`src/hw/rtl/lrc_pkg.sv`:
```
// ----------------------------------------------------------------------------
// lrc_pkg: shared definitions for the lyric line timestamp parser
// Byte codes, position limits and the command and status records that
// pass between the parser controller and its datapath.
// ----------------------------------------------------------------------------
package lrc_pkg;

	localparam int LINE_LIMIT  = 1024;
	localparam int POS_W       = 10;
	localparam int POS_MAX_INT = (LINE_LIMIT - 1 > 1023) ? 1023 : LINE_LIMIT - 1;
	localparam logic [POS_W-1:0] POS_MAX = POS_W'(POS_MAX_INT);

	localparam int TIME_W = 32;
	localparam int FRAC_W = 10;
	localparam int FCNT_W = 2;

	localparam logic [7:0] CH_NUL    = 8'h00;
	localparam logic [7:0] CH_SPACE  = 8'h20;
	localparam logic [7:0] CH_QUOTE  = 8'h22;
	localparam logic [7:0] CH_DOT    = 8'h2E;
	localparam logic [7:0] CH_ZERO   = 8'h30;
	localparam logic [7:0] CH_NINE   = 8'h39;
	localparam logic [7:0] CH_COLON  = 8'h3A;
	localparam logic [7:0] CH_OPEN   = 8'h5B;
	localparam logic [7:0] CH_CLOSE  = 8'h5D;
	localparam logic [7:0] CH_BOM0   = 8'hEF;
	localparam logic [7:0] CH_BOM1   = 8'hBB;
	localparam logic [7:0] CH_BOM2   = 8'hBF;

	localparam logic [FCNT_W-1:0] FRAC_DIGITS = FCNT_W'(3);

	// Datapath operations requested by the controller for the current word.
	typedef struct packed {
		logic step_pos;
		logic min_acc;
		logic sec_acc;
		logic frac_acc;
		logic close_tag;
		logic mark_pos;
		logic mark_inc;
		logic load_out;
		logic out_ok;
		logic clear;
	} lrc_cmd_t;

	// Classification of the incoming byte and datapath condition flags.
	typedef struct packed {
		logic is_nul;
		logic is_space;
		logic is_quote;
		logic is_dot;
		logic is_digit;
		logic is_colon;
		logic is_open;
		logic is_close;
		logic is_bom0;
		logic is_bom1;
		logic is_bom2;
		logic frac_full;
		logic out_full;
	} lrc_stat_t;

endpackage

```
`src/hw/rtl/lrc_ctrl.sv`:
```
// ----------------------------------------------------------------------------
// lrc_ctrl: parser controller
// Tracks the parse phase of the line and issues datapath commands for each
// accepted word; holds off the input in the cycle after the leading tag closes.
// ----------------------------------------------------------------------------
module lrc_ctrl
	import lrc_pkg::*;
(
	input  logic      clk,
	input  logic      arst_n,
	input  logic      in_valid,
	input  logic      end_of_line,
	input  logic      out_ready,
	output logic      in_ready,
	input  lrc_stat_t st,
	output lrc_cmd_t  cmd
);

	localparam logic [4:0] PH_START        = 5'd0;
	localparam logic [4:0] PH_BOM1         = 5'd1;
	localparam logic [4:0] PH_BOM2         = 5'd2;
	localparam logic [4:0] PH_AFTER_BOM    = 5'd3;
	localparam logic [4:0] PH_NEED_BRACKET = 5'd4;
	localparam logic [4:0] PH_MIN          = 5'd5;
	localparam logic [4:0] PH_SEC          = 5'd6;
	localparam logic [4:0] PH_FRAC         = 5'd7;
	localparam logic [4:0] PH_TAGS         = 5'd8;
	localparam logic [4:0] PH_XMIN_FIRST   = 5'd9;
	localparam logic [4:0] PH_XMIN         = 5'd10;
	localparam logic [4:0] PH_XSEC_FIRST   = 5'd11;
	localparam logic [4:0] PH_XSEC         = 5'd12;
	localparam logic [4:0] PH_XFRAC        = 5'd13;
	localparam logic [4:0] PH_SPACES       = 5'd14;
	localparam logic [4:0] PH_QUOTE_END    = 5'd15;
	localparam logic [4:0] PH_DONE         = 5'd16;
	localparam logic [4:0] PH_FAIL         = 5'd17;

	logic [4:0] ph_q, ph_d;
	logic       hv_q, hv_d;
	logic       busy_q;
	logic       acc;

	always_comb begin
		cmd      = '0;
		ph_d     = ph_q;
		hv_d     = hv_q;
		in_ready = !busy_q && (!end_of_line || !st.out_full || out_ready);
		acc      = in_valid && in_ready;
		if (acc) begin
			if (end_of_line || st.is_nul) begin
				// A terminator or a zero byte closes the line.
				case (ph_q)
					PH_TAGS, PH_SPACES: begin
						cmd.mark_pos = 1'b1;
						ph_d = PH_DONE;
					end
					PH_XMIN_FIRST, PH_XMIN, PH_XSEC_FIRST, PH_XSEC, PH_XFRAC: begin
						ph_d = PH_DONE;
					end
					PH_QUOTE_END: begin
						cmd.mark_inc = 1'b1;
						ph_d = PH_DONE;
					end
					PH_DONE, PH_FAIL: begin
						ph_d = ph_q;
					end
					default: begin
						hv_d = 1'b0;
						ph_d = PH_FAIL;
					end
				endcase
			end else begin
				case (ph_q)
					PH_START, PH_AFTER_BOM: begin
						if (st.is_bom0 && ph_q == PH_START) ph_d = PH_BOM1;
						else if (st.is_quote) ph_d = PH_NEED_BRACKET;
						else if (st.is_open) ph_d = PH_MIN;
						else begin hv_d = 1'b0; ph_d = PH_FAIL; end
					end
					PH_BOM1: begin
						if (st.is_bom1) ph_d = PH_BOM2;
						else begin hv_d = 1'b0; ph_d = PH_FAIL; end
					end
					PH_BOM2: begin
						if (st.is_bom2) ph_d = PH_AFTER_BOM;
						else begin hv_d = 1'b0; ph_d = PH_FAIL; end
					end
					PH_NEED_BRACKET: begin
						if (st.is_open) ph_d = PH_MIN;
						else begin hv_d = 1'b0; ph_d = PH_FAIL; end
					end
					PH_MIN: begin
						if (st.is_digit) cmd.min_acc = 1'b1;
						else if (st.is_colon) ph_d = PH_SEC;
						else begin hv_d = 1'b0; ph_d = PH_FAIL; end
					end
					PH_SEC: begin
						if (st.is_digit) cmd.sec_acc = 1'b1;
						else if (st.is_dot) ph_d = PH_FRAC;
						else if (st.is_close) begin
							cmd.close_tag = 1'b1;
							hv_d = 1'b1;
							ph_d = PH_TAGS;
						end else begin hv_d = 1'b0; ph_d = PH_FAIL; end
					end
					PH_FRAC: begin
						if (st.is_digit && !st.frac_full) cmd.frac_acc = 1'b1;
						else if (st.is_close) begin
							cmd.close_tag = 1'b1;
							hv_d = 1'b1;
							ph_d = PH_TAGS;
						end else begin hv_d = 1'b0; ph_d = PH_FAIL; end
					end
					PH_TAGS: begin
						if (st.is_open) begin
							cmd.mark_pos = 1'b1;
							ph_d = PH_XMIN_FIRST;
						end else if (st.is_space) ph_d = PH_SPACES;
						else if (st.is_quote) begin
							cmd.mark_pos = 1'b1;
							ph_d = PH_QUOTE_END;
						end else begin
							cmd.mark_pos = 1'b1;
							ph_d = PH_DONE;
						end
					end
					PH_XMIN_FIRST: begin
						ph_d = st.is_digit ? PH_XMIN : PH_DONE;
					end
					PH_XMIN: begin
						if (st.is_colon) ph_d = PH_XSEC_FIRST;
						else if (!st.is_digit) ph_d = PH_DONE;
					end
					PH_XSEC_FIRST: begin
						ph_d = st.is_digit ? PH_XSEC : PH_DONE;
					end
					PH_XSEC: begin
						if (st.is_dot) ph_d = PH_XFRAC;
						else if (st.is_close) ph_d = PH_TAGS;
						else if (!st.is_digit) ph_d = PH_DONE;
					end
					PH_XFRAC: begin
						if (st.is_close) ph_d = PH_TAGS;
						else if (!st.is_digit) ph_d = PH_DONE;
					end
					PH_SPACES: begin
						if (st.is_quote) begin
							cmd.mark_pos = 1'b1;
							ph_d = PH_QUOTE_END;
						end else if (!st.is_space) begin
							cmd.mark_pos = 1'b1;
							ph_d = PH_DONE;
						end
					end
					PH_QUOTE_END: begin
						ph_d = PH_DONE;
					end
					PH_DONE, PH_FAIL: begin
						ph_d = ph_q;
					end
					default: begin
						hv_d = 1'b0;
						ph_d = PH_FAIL;
					end
				endcase
			end
			if (end_of_line) begin
				cmd.load_out = 1'b1;
				cmd.out_ok   = hv_d && (ph_d == PH_DONE);
				cmd.clear    = 1'b1;
				ph_d = PH_START;
				hv_d = 1'b0;
			end else begin
				cmd.step_pos = 1'b1;
			end
		end
	end

	always_ff @(posedge clk or negedge arst_n) begin
		if (!arst_n) begin
			ph_q   <= PH_START;
			hv_q   <= 1'b0;
			busy_q <= 1'b0;
		end else begin
			ph_q   <= ph_d;
			hv_q   <= hv_d;
			// The input is held off while the tag time is scaled to milliseconds after the bracket.
			busy_q <= cmd.close_tag;
		end
	end

endmodule

```
`src/hw/rtl/lrc_dp.sv`:
```
// ----------------------------------------------------------------------------
// lrc_dp: parser datapath
// Byte classification, digit accumulators, two-step tag time calculation,
// position and text mark counters, and the result register.
// ----------------------------------------------------------------------------
module lrc_dp
	import lrc_pkg::*;
(
	input  logic              clk,
	input  logic              arst_n,
	input  logic [7:0]        char_byte,
	input  logic              out_ready,
	input  lrc_cmd_t          cmd,
	output lrc_stat_t         st,
	output logic              out_valid,
	output logic              parsed_ok,
	output logic [TIME_W-1:0] time_in_ms,
	output logic [POS_W-1:0]  text_start
);

	logic [TIME_W-1:0] min_q, sec_q, held_q;
	logic [FRAC_W-1:0] frac_q;
	logic [FCNT_W-1:0] fcnt_q;
	logic [POS_W-1:0]  pos_q, mark_q, mark_d;
	logic [TIME_W-1:0] tsec_s1;
	logic [FRAC_W-1:0] fpad_s1, fpad;
	logic              close_s1;
	logic              out_valid_q;
	logic [TIME_W-1:0] digit;

	function automatic logic [POS_W-1:0] sat_inc(input logic [POS_W-1:0] v);
		sat_inc = (v >= POS_MAX) ? POS_MAX : v + POS_W'(1);
	endfunction

	assign digit = {{(TIME_W-4){1'b0}}, char_byte[3:0]};

	always_comb begin
		st.is_nul    = (char_byte == CH_NUL);
		st.is_space  = (char_byte == CH_SPACE);
		st.is_quote  = (char_byte == CH_QUOTE);
		st.is_dot    = (char_byte == CH_DOT);
		st.is_digit  = (char_byte >= CH_ZERO) && (char_byte <= CH_NINE);
		st.is_colon  = (char_byte == CH_COLON);
		st.is_open   = (char_byte == CH_OPEN);
		st.is_close  = (char_byte == CH_CLOSE);
		st.is_bom0   = (char_byte == CH_BOM0);
		st.is_bom1   = (char_byte == CH_BOM1);
		st.is_bom2   = (char_byte == CH_BOM2);
		st.frac_full = (fcnt_q == FRAC_DIGITS);
		st.out_full  = out_valid_q;
	end

	// Pad the fraction to milliseconds according to how many digits came in.
	always_comb begin
		case (fcnt_q)
			2'd1:    fpad = FRAC_W'(frac_q * FRAC_W'(100));
			2'd2:    fpad = FRAC_W'(frac_q * FRAC_W'(10));
			2'd3:    fpad = frac_q;
			default: fpad = '0;
		endcase
	end

	always_comb begin
		mark_d = mark_q;
		if (cmd.mark_pos) mark_d = pos_q;
		else if (cmd.mark_inc) mark_d = sat_inc(mark_q);
	end

	always_ff @(posedge clk or negedge arst_n) begin
		if (!arst_n) begin
			min_q       <= '0;
			sec_q       <= '0;
			frac_q      <= '0;
			fcnt_q      <= '0;
			held_q      <= '0;
			pos_q       <= '0;
			mark_q      <= '0;
			close_s1    <= 1'b0;
			out_valid_q <= 1'b0;
		end else begin
			close_s1 <= cmd.close_tag;
			if (cmd.load_out) out_valid_q <= 1'b1;
			else if (out_ready) out_valid_q <= 1'b0;
			if (cmd.clear) begin
				min_q  <= '0;
				sec_q  <= '0;
				frac_q <= '0;
				fcnt_q <= '0;
				held_q <= '0;
				pos_q  <= '0;
				mark_q <= '0;
			end else begin
				if (cmd.min_acc) min_q <= min_q * TIME_W'(10) + digit;
				if (cmd.sec_acc) sec_q <= sec_q * TIME_W'(10) + digit;
				if (cmd.frac_acc) begin
					frac_q <= frac_q * FRAC_W'(10) + FRAC_W'(char_byte[3:0]);
					fcnt_q <= fcnt_q + FCNT_W'(1);
				end
				if (close_s1) held_q <= tsec_s1 * TIME_W'(1000) + TIME_W'(fpad_s1);
				if (cmd.step_pos) pos_q <= sat_inc(pos_q);
				mark_q <= mark_d;
			end
		end
	end

	always_ff @(posedge clk) begin
		if (cmd.close_tag) begin
			tsec_s1 <= min_q * TIME_W'(60) + sec_q;
			fpad_s1 <= fpad;
		end
		if (cmd.load_out) begin
			parsed_ok  <= cmd.out_ok;
			time_in_ms <= cmd.out_ok ? held_q : '0;
			text_start <= cmd.out_ok ? mark_d : '0;
		end
	end

	assign out_valid = out_valid_q;

endmodule

```
`src/hw/rtl/lrc_timestamp_line_parser.sv`:
```
// ----------------------------------------------------------------------------
// lrc_timestamp_line_parser: lyric line timestamp parser
// Parses the leading [mm:ss.fff] tag of one lyric line and reports the tag
// time and the offset of the lyric text when the line is terminated.
// ----------------------------------------------------------------------------
//
//  Channel  Handshake            Payload
//  -------  -------------------  ------------------------------------------
//  input    in_valid / in_ready  char_byte[7:0], end_of_line
//  output   out_valid/out_ready  parsed_ok, time_in_ms[31:0], text_start[9:0]
//
// One byte word is taken per cycle, except in the cycle after the closing
// bracket of the leading tag: the input is then held off while the
// minutes-and-seconds product is scaled to milliseconds by the datapath's two-step multiply.
// The terminator word gives its result in the cycle after; it waits only while a
// previous result is still held and not being taken, byte words do not.
// Reset clears the parse state, the accumulators and the output valid flag.
module lrc_timestamp_line_parser
	import lrc_pkg::*;
(
	input  logic              clk,
	input  logic              arst_n,
	input  logic              in_valid,
	output logic              in_ready,
	input  logic [7:0]        char_byte,
	input  logic              end_of_line,
	output logic              out_valid,
	input  logic              out_ready,
	output logic              parsed_ok,
	output logic [TIME_W-1:0] time_in_ms,
	output logic [POS_W-1:0]  text_start
);

	lrc_cmd_t  cmd;
	lrc_stat_t st;

	lrc_ctrl u_ctrl (
		.clk         (clk),
		.arst_n      (arst_n),
		.in_valid    (in_valid),
		.end_of_line (end_of_line),
		.out_ready   (out_ready),
		.in_ready    (in_ready),
		.st          (st),
		.cmd         (cmd)
	);

	lrc_dp u_dp (
		.clk        (clk),
		.arst_n     (arst_n),
		.char_byte  (char_byte),
		.out_ready  (out_ready),
		.cmd        (cmd),
		.st         (st),
		.out_valid  (out_valid),
		.parsed_ok  (parsed_ok),
		.time_in_ms (time_in_ms),
		.text_start (text_start)
	);

endmodule

```
`config.mk`:
```
export PLATFORM = sky130hd
export DESIGN_NAME = lrc_timestamp_line_parser
export DESIGN_NICKNAME = d
export VERILOG_FILES = /design/src/hw/rtl/lrc_pkg.sv /design/src/hw/rtl/lrc_ctrl.sv /design/src/hw/rtl/lrc_dp.sv /design/src/hw/rtl/lrc_timestamp_line_parser.sv
export SDC_FILE = /design/constraint.sdc
export NUM_CORES = 1
export LEC_CHECK = 0
export BUFFER_PORTS_ARGS = -buffer_cell sky130_fd_sc_hd__buf_2
export CAP_MARGIN = 20
export CORE_ASPECT_RATIO = 0.8
export CORE_MARGIN = 8
export CORE_UTILIZATION = 50
export DETAILED_ROUTE_END_ITERATION = 8
export PLACE_DENSITY = 0.67
export SLEW_MARGIN = 10
export SYNTH_ARGS = -nofsm -noshare
export SYNTH_HDL_FRONTEND = slang
export SYNTH_SLANG_ARGS = --single-unit
```
`constraint.sdc`:
```
create_clock -name clk -period 7 [get_ports clk]
set_clock_uncertainty 0.05 [all_clocks]
set_input_delay 0.35 -clock clk [delete_from_list [all_inputs] [get_ports clk]]
set_output_delay 0.35 -clock clk [all_outputs]
set_load 0.02 [all_outputs]
```
After elaboration in Yosys (flattened, before gate mapping):

Cells that the tools add are included.

* output and inout bits: 45
* flip-flop bits (word level): 221
* word-level logic and storage cells: 174

* add/sub/neg operators: 8
* multiply operators: 6
* $lt $le $gt $ge: 4
* reduce and logical (&&, ||, !) cells: 26
* equal/unequal tests: 30
* mux-type cells: 84

Operator list (number)
* 2-to-1 mux 32 bit: 6
* 2-to-1 mux 5 bit: 25
* 2-to-1 mux 10 bit: 10
* case mux 5 bit (16 select lines): 1
* adder 32 x 4 -> 32 bit: 2
* multiplier 32 x 3 -> 31 bit (second input constant): 2
* equality test 5 x 4 -> 1 bit (second input constant): 8
* 2-to-1 mux 1 bit: 33
* adder 32 x 10 -> 32 bit: 1
* adder 32 bit: 1
* equality test 8 x 6 -> 1 bit (second input constant): 4
* multiplier 32 x 4 -> 30 bit (second input constant): 1
* multiplier 32 x 7 -> 29 bit (second input constant): 1
* case mux 10 bit (3 select lines): 1
* equality test 8 bit (second input constant): 3
* adder 10 x 1 -> 10 bit (second input constant): 2
* equality test 5 x 3 -> 1 bit (second input constant): 4
* >= comparator 10 bit (second input constant): 2
* equality test 8 x 7 -> 1 bit (second input constant): 2
* equality test 5 bit (second input constant): 3
* nonzero test 2 bit: 6
* adder 10 x 4 -> 10 bit: 1
* equality test 5 x 2 -> 1 bit (second input constant): 2
* multiplier 10 x 3 -> 9 bit (second input constant): 1
* 21 further kinds: 36

Logic depth before layout (Yosys ltp):

* word-level depth: 15
* mapped depth: 26
* gate-level depth less buffers: 26

Modules after synthesis:

Synthesis repeated with hierarchy kept, for this count alone.

* cell total of the unflattened synthesis: 2422
* area total of the unflattened synthesis: 22773.1 um2

Modules (own cells, without submodules)
* lrc_dp: times used 1, area an instance 21530.6 um2, cells an instance 2249
* lrc_ctrl: times used 1, area an instance 1242.4 um2, cells an instance 173

Least setup slack after synthesis:

OpenSTA, ideal clock, no wires.

* path type: register to register
* start: register u_dp.tsec_s1[6]
* end: register u_dp.held_q[31]
* arrival: 5.537 ns
* path slack: 1.292 ns
* library setup time: 0.121 ns
* cell stages (with the launch flop): 19
* required time: 6.829 ns
* cells stage by stage: edfxtp_1 inv_1 fa_1 fa_1 fa_1 fa_1 inv_1 ha_1 and2_4 a221oi_2 o21ai_0 o31ai_1 nand2_1 xor2_1 or4b_4 or3_4 nor3_2 xnor3_1 a22o_1

* cells in the longest elaborated chain, start to end: 4

Ends and longest elaborated chain
* start, declared: RTL line lrc_dp.sv:25 `logic [TIME_W-1:0] tsec_s1;`
* start signal, assigned: RTL line lrc_dp.sv:108 `tsec_s1 <= min_q * TIME_W'(60) + sec_q;`
* multiplier 32 x 7 -> 29 bit: RTL line lrc_dp.sv:99 `if (close_s1) held_q <= tsec_s1 * TIME_W'(1000) + TIME_W'(fpad_s1);`
* adder 32 x 10 -> 32 bit: RTL line lrc_dp.sv:99
* 2-to-1 mux 32 bit: RTL line lrc_dp.sv:99
* 2-to-1 mux 32 bit: RTL line lrc_dp.sv:84 `if (cmd.clear) begin`
* end signal, assigned: RTL line lrc_dp.sv:99
* end, declared: RTL line lrc_dp.sv:21 `logic [TIME_W-1:0] min_q, sec_q, held_q;`

Every way passes these cells. The select of a mux whose other input is x is not followed.
A chain may end at the register's enable or synchronous reset.

Worst setup path in the final report:

* start: register u_dp.min_q[3]
* end: register u_dp.tsec_s1[27] (data pin)

* cells in the longest elaborated chain, start to end: 2

Ends and longest elaborated chain
* start, declared: RTL line lrc_dp.sv:21
* start signal, assigned: RTL line lrc_dp.sv:93 `if (cmd.min_acc) min_q <= min_q * TIME_W'(10) + digit;`
* multiplier 32 x 4 -> 30 bit: RTL line lrc_dp.sv:108
* adder 32 bit: RTL line lrc_dp.sv:108

Every way passes these cells.

==> impl_metrics.ini <==
[status]
outcome = finished, final reports clean

[drt]
num_vias = 16700
first_pass_iters = 8
drt-initial-drc-count = 1209
drtAntennaViolNets = 0
via_per_inst = 5.70
drc = 0
routed_wl_um = 48600
wl_per_cell_um = 16.6

[global_route]
antenna_found_initial = 0
grt.total_usage = 0.188
busiest_layer = met2
grt_pass1_wl_um = 82000
use_met2 = 0.310
overflow = 0
grt_max_degree = 93
grt_pass1_vias = 16500
grt_use_met3 = 0.0187
grtUsageMet1 = 0.272

[placed_design]
dpl.hpwl_um = 38700
place_congestion = 0.867
portBuffers = 57

[power_and_ir_drop]
powerDensity_nw_per_um2 = 111
ir_drop_mv = 0.153
power_leakage_uw = 0.0110

[logic_synthesis]
ys.warnings.count = 0
syn_inst = 2339
netlist-cell-type-count = 104
ys_seq_area_frac = 0.259
avgSynthCellArea_um2 = 9.36
ys_ff_latch = 210
syn-num-nets = 2746
synth-edff-count = 82
synth_top_flop_cell = dfrtp_1
async_reset_ff_frac = 0.610
syn_area_um2 = 21900

[timing]
max_clock_freq_mhz = 157
setup_tns_ns = 0
whs_ns = 0.0771
finalCritPeriodShare = 0.912
slew-limit-headroom = 0.382
setup_violations = 0
finalCriticalPeriod_ns = 6.38
finalHoldViolCount = 0
tightest_slew_ns = 0.927
report.final.slew_viol_count = 0
grt_setup_unrepaired = no

[final_layout]
drive_gt1_frac = 0.0616
final_common_cell = ha_1
finalNetCount = 2761
area_growth_syn_to_layout_pct = 6.71
final_cell_mix = ha_1 (246), inv_1 (209), o21ai_0 (172), fa_1 (148), xnor2_1 (144)
antenna_cells = 0

[setup_path]
critPathLaunchType = flop
arrival_ns = 6.60
setup.worst_path.start = u_dp.min_q[3]
cp_max_fo = 7
r2r_cells = 24
cp-end-kind = flop
r2r_start = u_dp.min_q[3]
worst-endpoint-required_ns = 7.22
crit_type = reg -> reg

[job]
drv_cap = 0

[min_path]
hold_depth = 3
min_path_type = in -> reg
worstHoldStart = out_ready

[cts]
cts_tree = done
htreeDepth = 1
clockRootBuffer = clkbuf_16
clk-insertion-delay-late_ns = 0.52
path_clk_slew_ns = 0.06
clock_path_buffers = 3
cts-resized-gates = 0
cts_sinks = 210
cts_buffers = 23

[floorplan]
die_y_um = 203
start_util = 0.507
fp-row-count = 68
design.portCount = 58
fp.dieW_um = 250
dieArea_um2 = 50800
core_um2 = 43200
==> final cells by class <==
| cell class | instances | area [µm²] |
|---|---|---|
| fillers | 3917 | 19900 |
| multi-input cells | 1842 | 15100 |
| flip-flops and latches | 210 | 5670 |
| inverters | 210 | 788 |
| well taps | 560 | 701 |
| clock buffers | 32 | 651 |
| repair buffers | 67 | 369 |
| clock inverters | 10 | 63.8 |
==> routing by layer <==
metal  wire (µm)  share of wire
met3        1670          0.034
met5           0              0
met1       24000           0.49
met4         675          0.014
met2       22200           0.46
==> registers in the layout (all words and copies together) (netlist names) <==
name and flops:
u_ctrl.hv_q 1, u_dp.frac_q 10, u_dp.fcnt_q 2, u_dp.tsec_s1 29, u_dp.out_valid 1, u_ctrl.ph_q 5
u_dp.held_q 32, u_dp.mark_q 10, u_dp.sec_q 29, u_dp.min_q 27, u_dp.time_in_ms 32, u_dp.close_s1 1
u_dp.fpad_s1 10, u_dp.pos_q 10, u_dp.text_start 10, u_dp.parsed_ok 1
==> kinds of logic after synthesis <==
| group | Yosys count | share of synthesized area |
|---|---|---|
| compound gates | 533 | 0.158 |
| flops | 210 | 0.259 |
| xor+xnor | 216 | 0.0870 |
| fa+ha+maj | 394 | 0.276 |
| mux | 12 | 0.00554 |
| buf+inv | 287 | 0.0512 |
| simple gates | 687 | 0.163 |
==> worst max-delay path: stages (launching register included) <==
cell,delay (ns)
dfrtp_1,0.54
fa_1,0.51
fa_1,0.48
ha_1,0.36
nor2b_1,0.15
o21a_1,0.18
o21ai_0,0.25
a21oi_1,0.14
o21a_1,0.22
a311o_1,0.39
and2_1,0.21
o21a_1,0.18
nor2_1,0.11
xnor2_1,0.11
ha_1,0.37
nand3_1,0.11
nor3_1,0.40
nand3_1,0.14
a211oi_1,0.27
o2111a_1,0.27
nor2_1,0.06
a211o_1,0.28
o21bai_1,0.14
a21oi_1,0.10
xnor2_1,0.13
==> power breakdown <==
part	leakage, µW	total [µW]	internal, µW	switching [µW]
Sequential	0.00257	1310	1290	17.3
Combinational	0.00803	133	35.6	97.8
Clock	0.000354	1160	655	506
==> stage by stage <==
step | instance area, µm² | worst slack (ns) | total power [µW] | instances | utilization
2_1_floorplan | 21900 | 1.29 | 1410 | 2339 | -
3_3_place_gp | 22600 | 0.922 | 1460 | 2888 | 0.524
3_5_place_dp | 22600 | 0.720 | 1460 | 2888 | 0.524
4_1_cts | 23400 | 0.688 | 2630 | 2931 | 0.541
5_1_grt | 23400 | 0.243 | 2690 | 2931 | 0.541
6_report | 23400 | 0.617 | 2600 | 2931 | 0.541
==> synth_stat cells, drive strengths merged, types with 60 or more instances <==
| library cell | instances | area [µm²] |
|---|---|---|
| o21ai | 183 | 920 |
| a21oi | 99 | 495 |
| nand2 | 145 | 547 |
| ha | 246 | 3080 |
| inv | 209 | 785 |
| clkbuf | 60 | 226 |
| edfxtp | 82 | 2460 |
| fa | 148 | 2960 |
| dfrtp | 128 | 3200 |
| xnor2 | 144 | 1260 |
| xor2 | 71 | 622 |
| nor2 | 138 | 518 |
| nand3 | 127 | 641 |
==> path summary, 6_finish.rpt <==
check / slack, ns / to
setup / recovery: 0.62 / u_dp.tsec_s1[27]
hold / removal: 0.08 / u_dp.out_valid
setup reg to reg: 0.62 / u_dp.tsec_s1[27]
hold reg to reg: 0.44 / u_dp.held_q[0]
max in group asynchronous: 5.46 / u_dp.sec_q[26]
min in group asynchronous: 0.42 / u_dp.pos_q[5]
==> what timing repair did <==
action | in CTS | in global routing
hold endpoints to repair | 91 | 0
setup buffers | 0 | 0
hold buffers | 1 | 0
(Power assumes the default switching activity.)
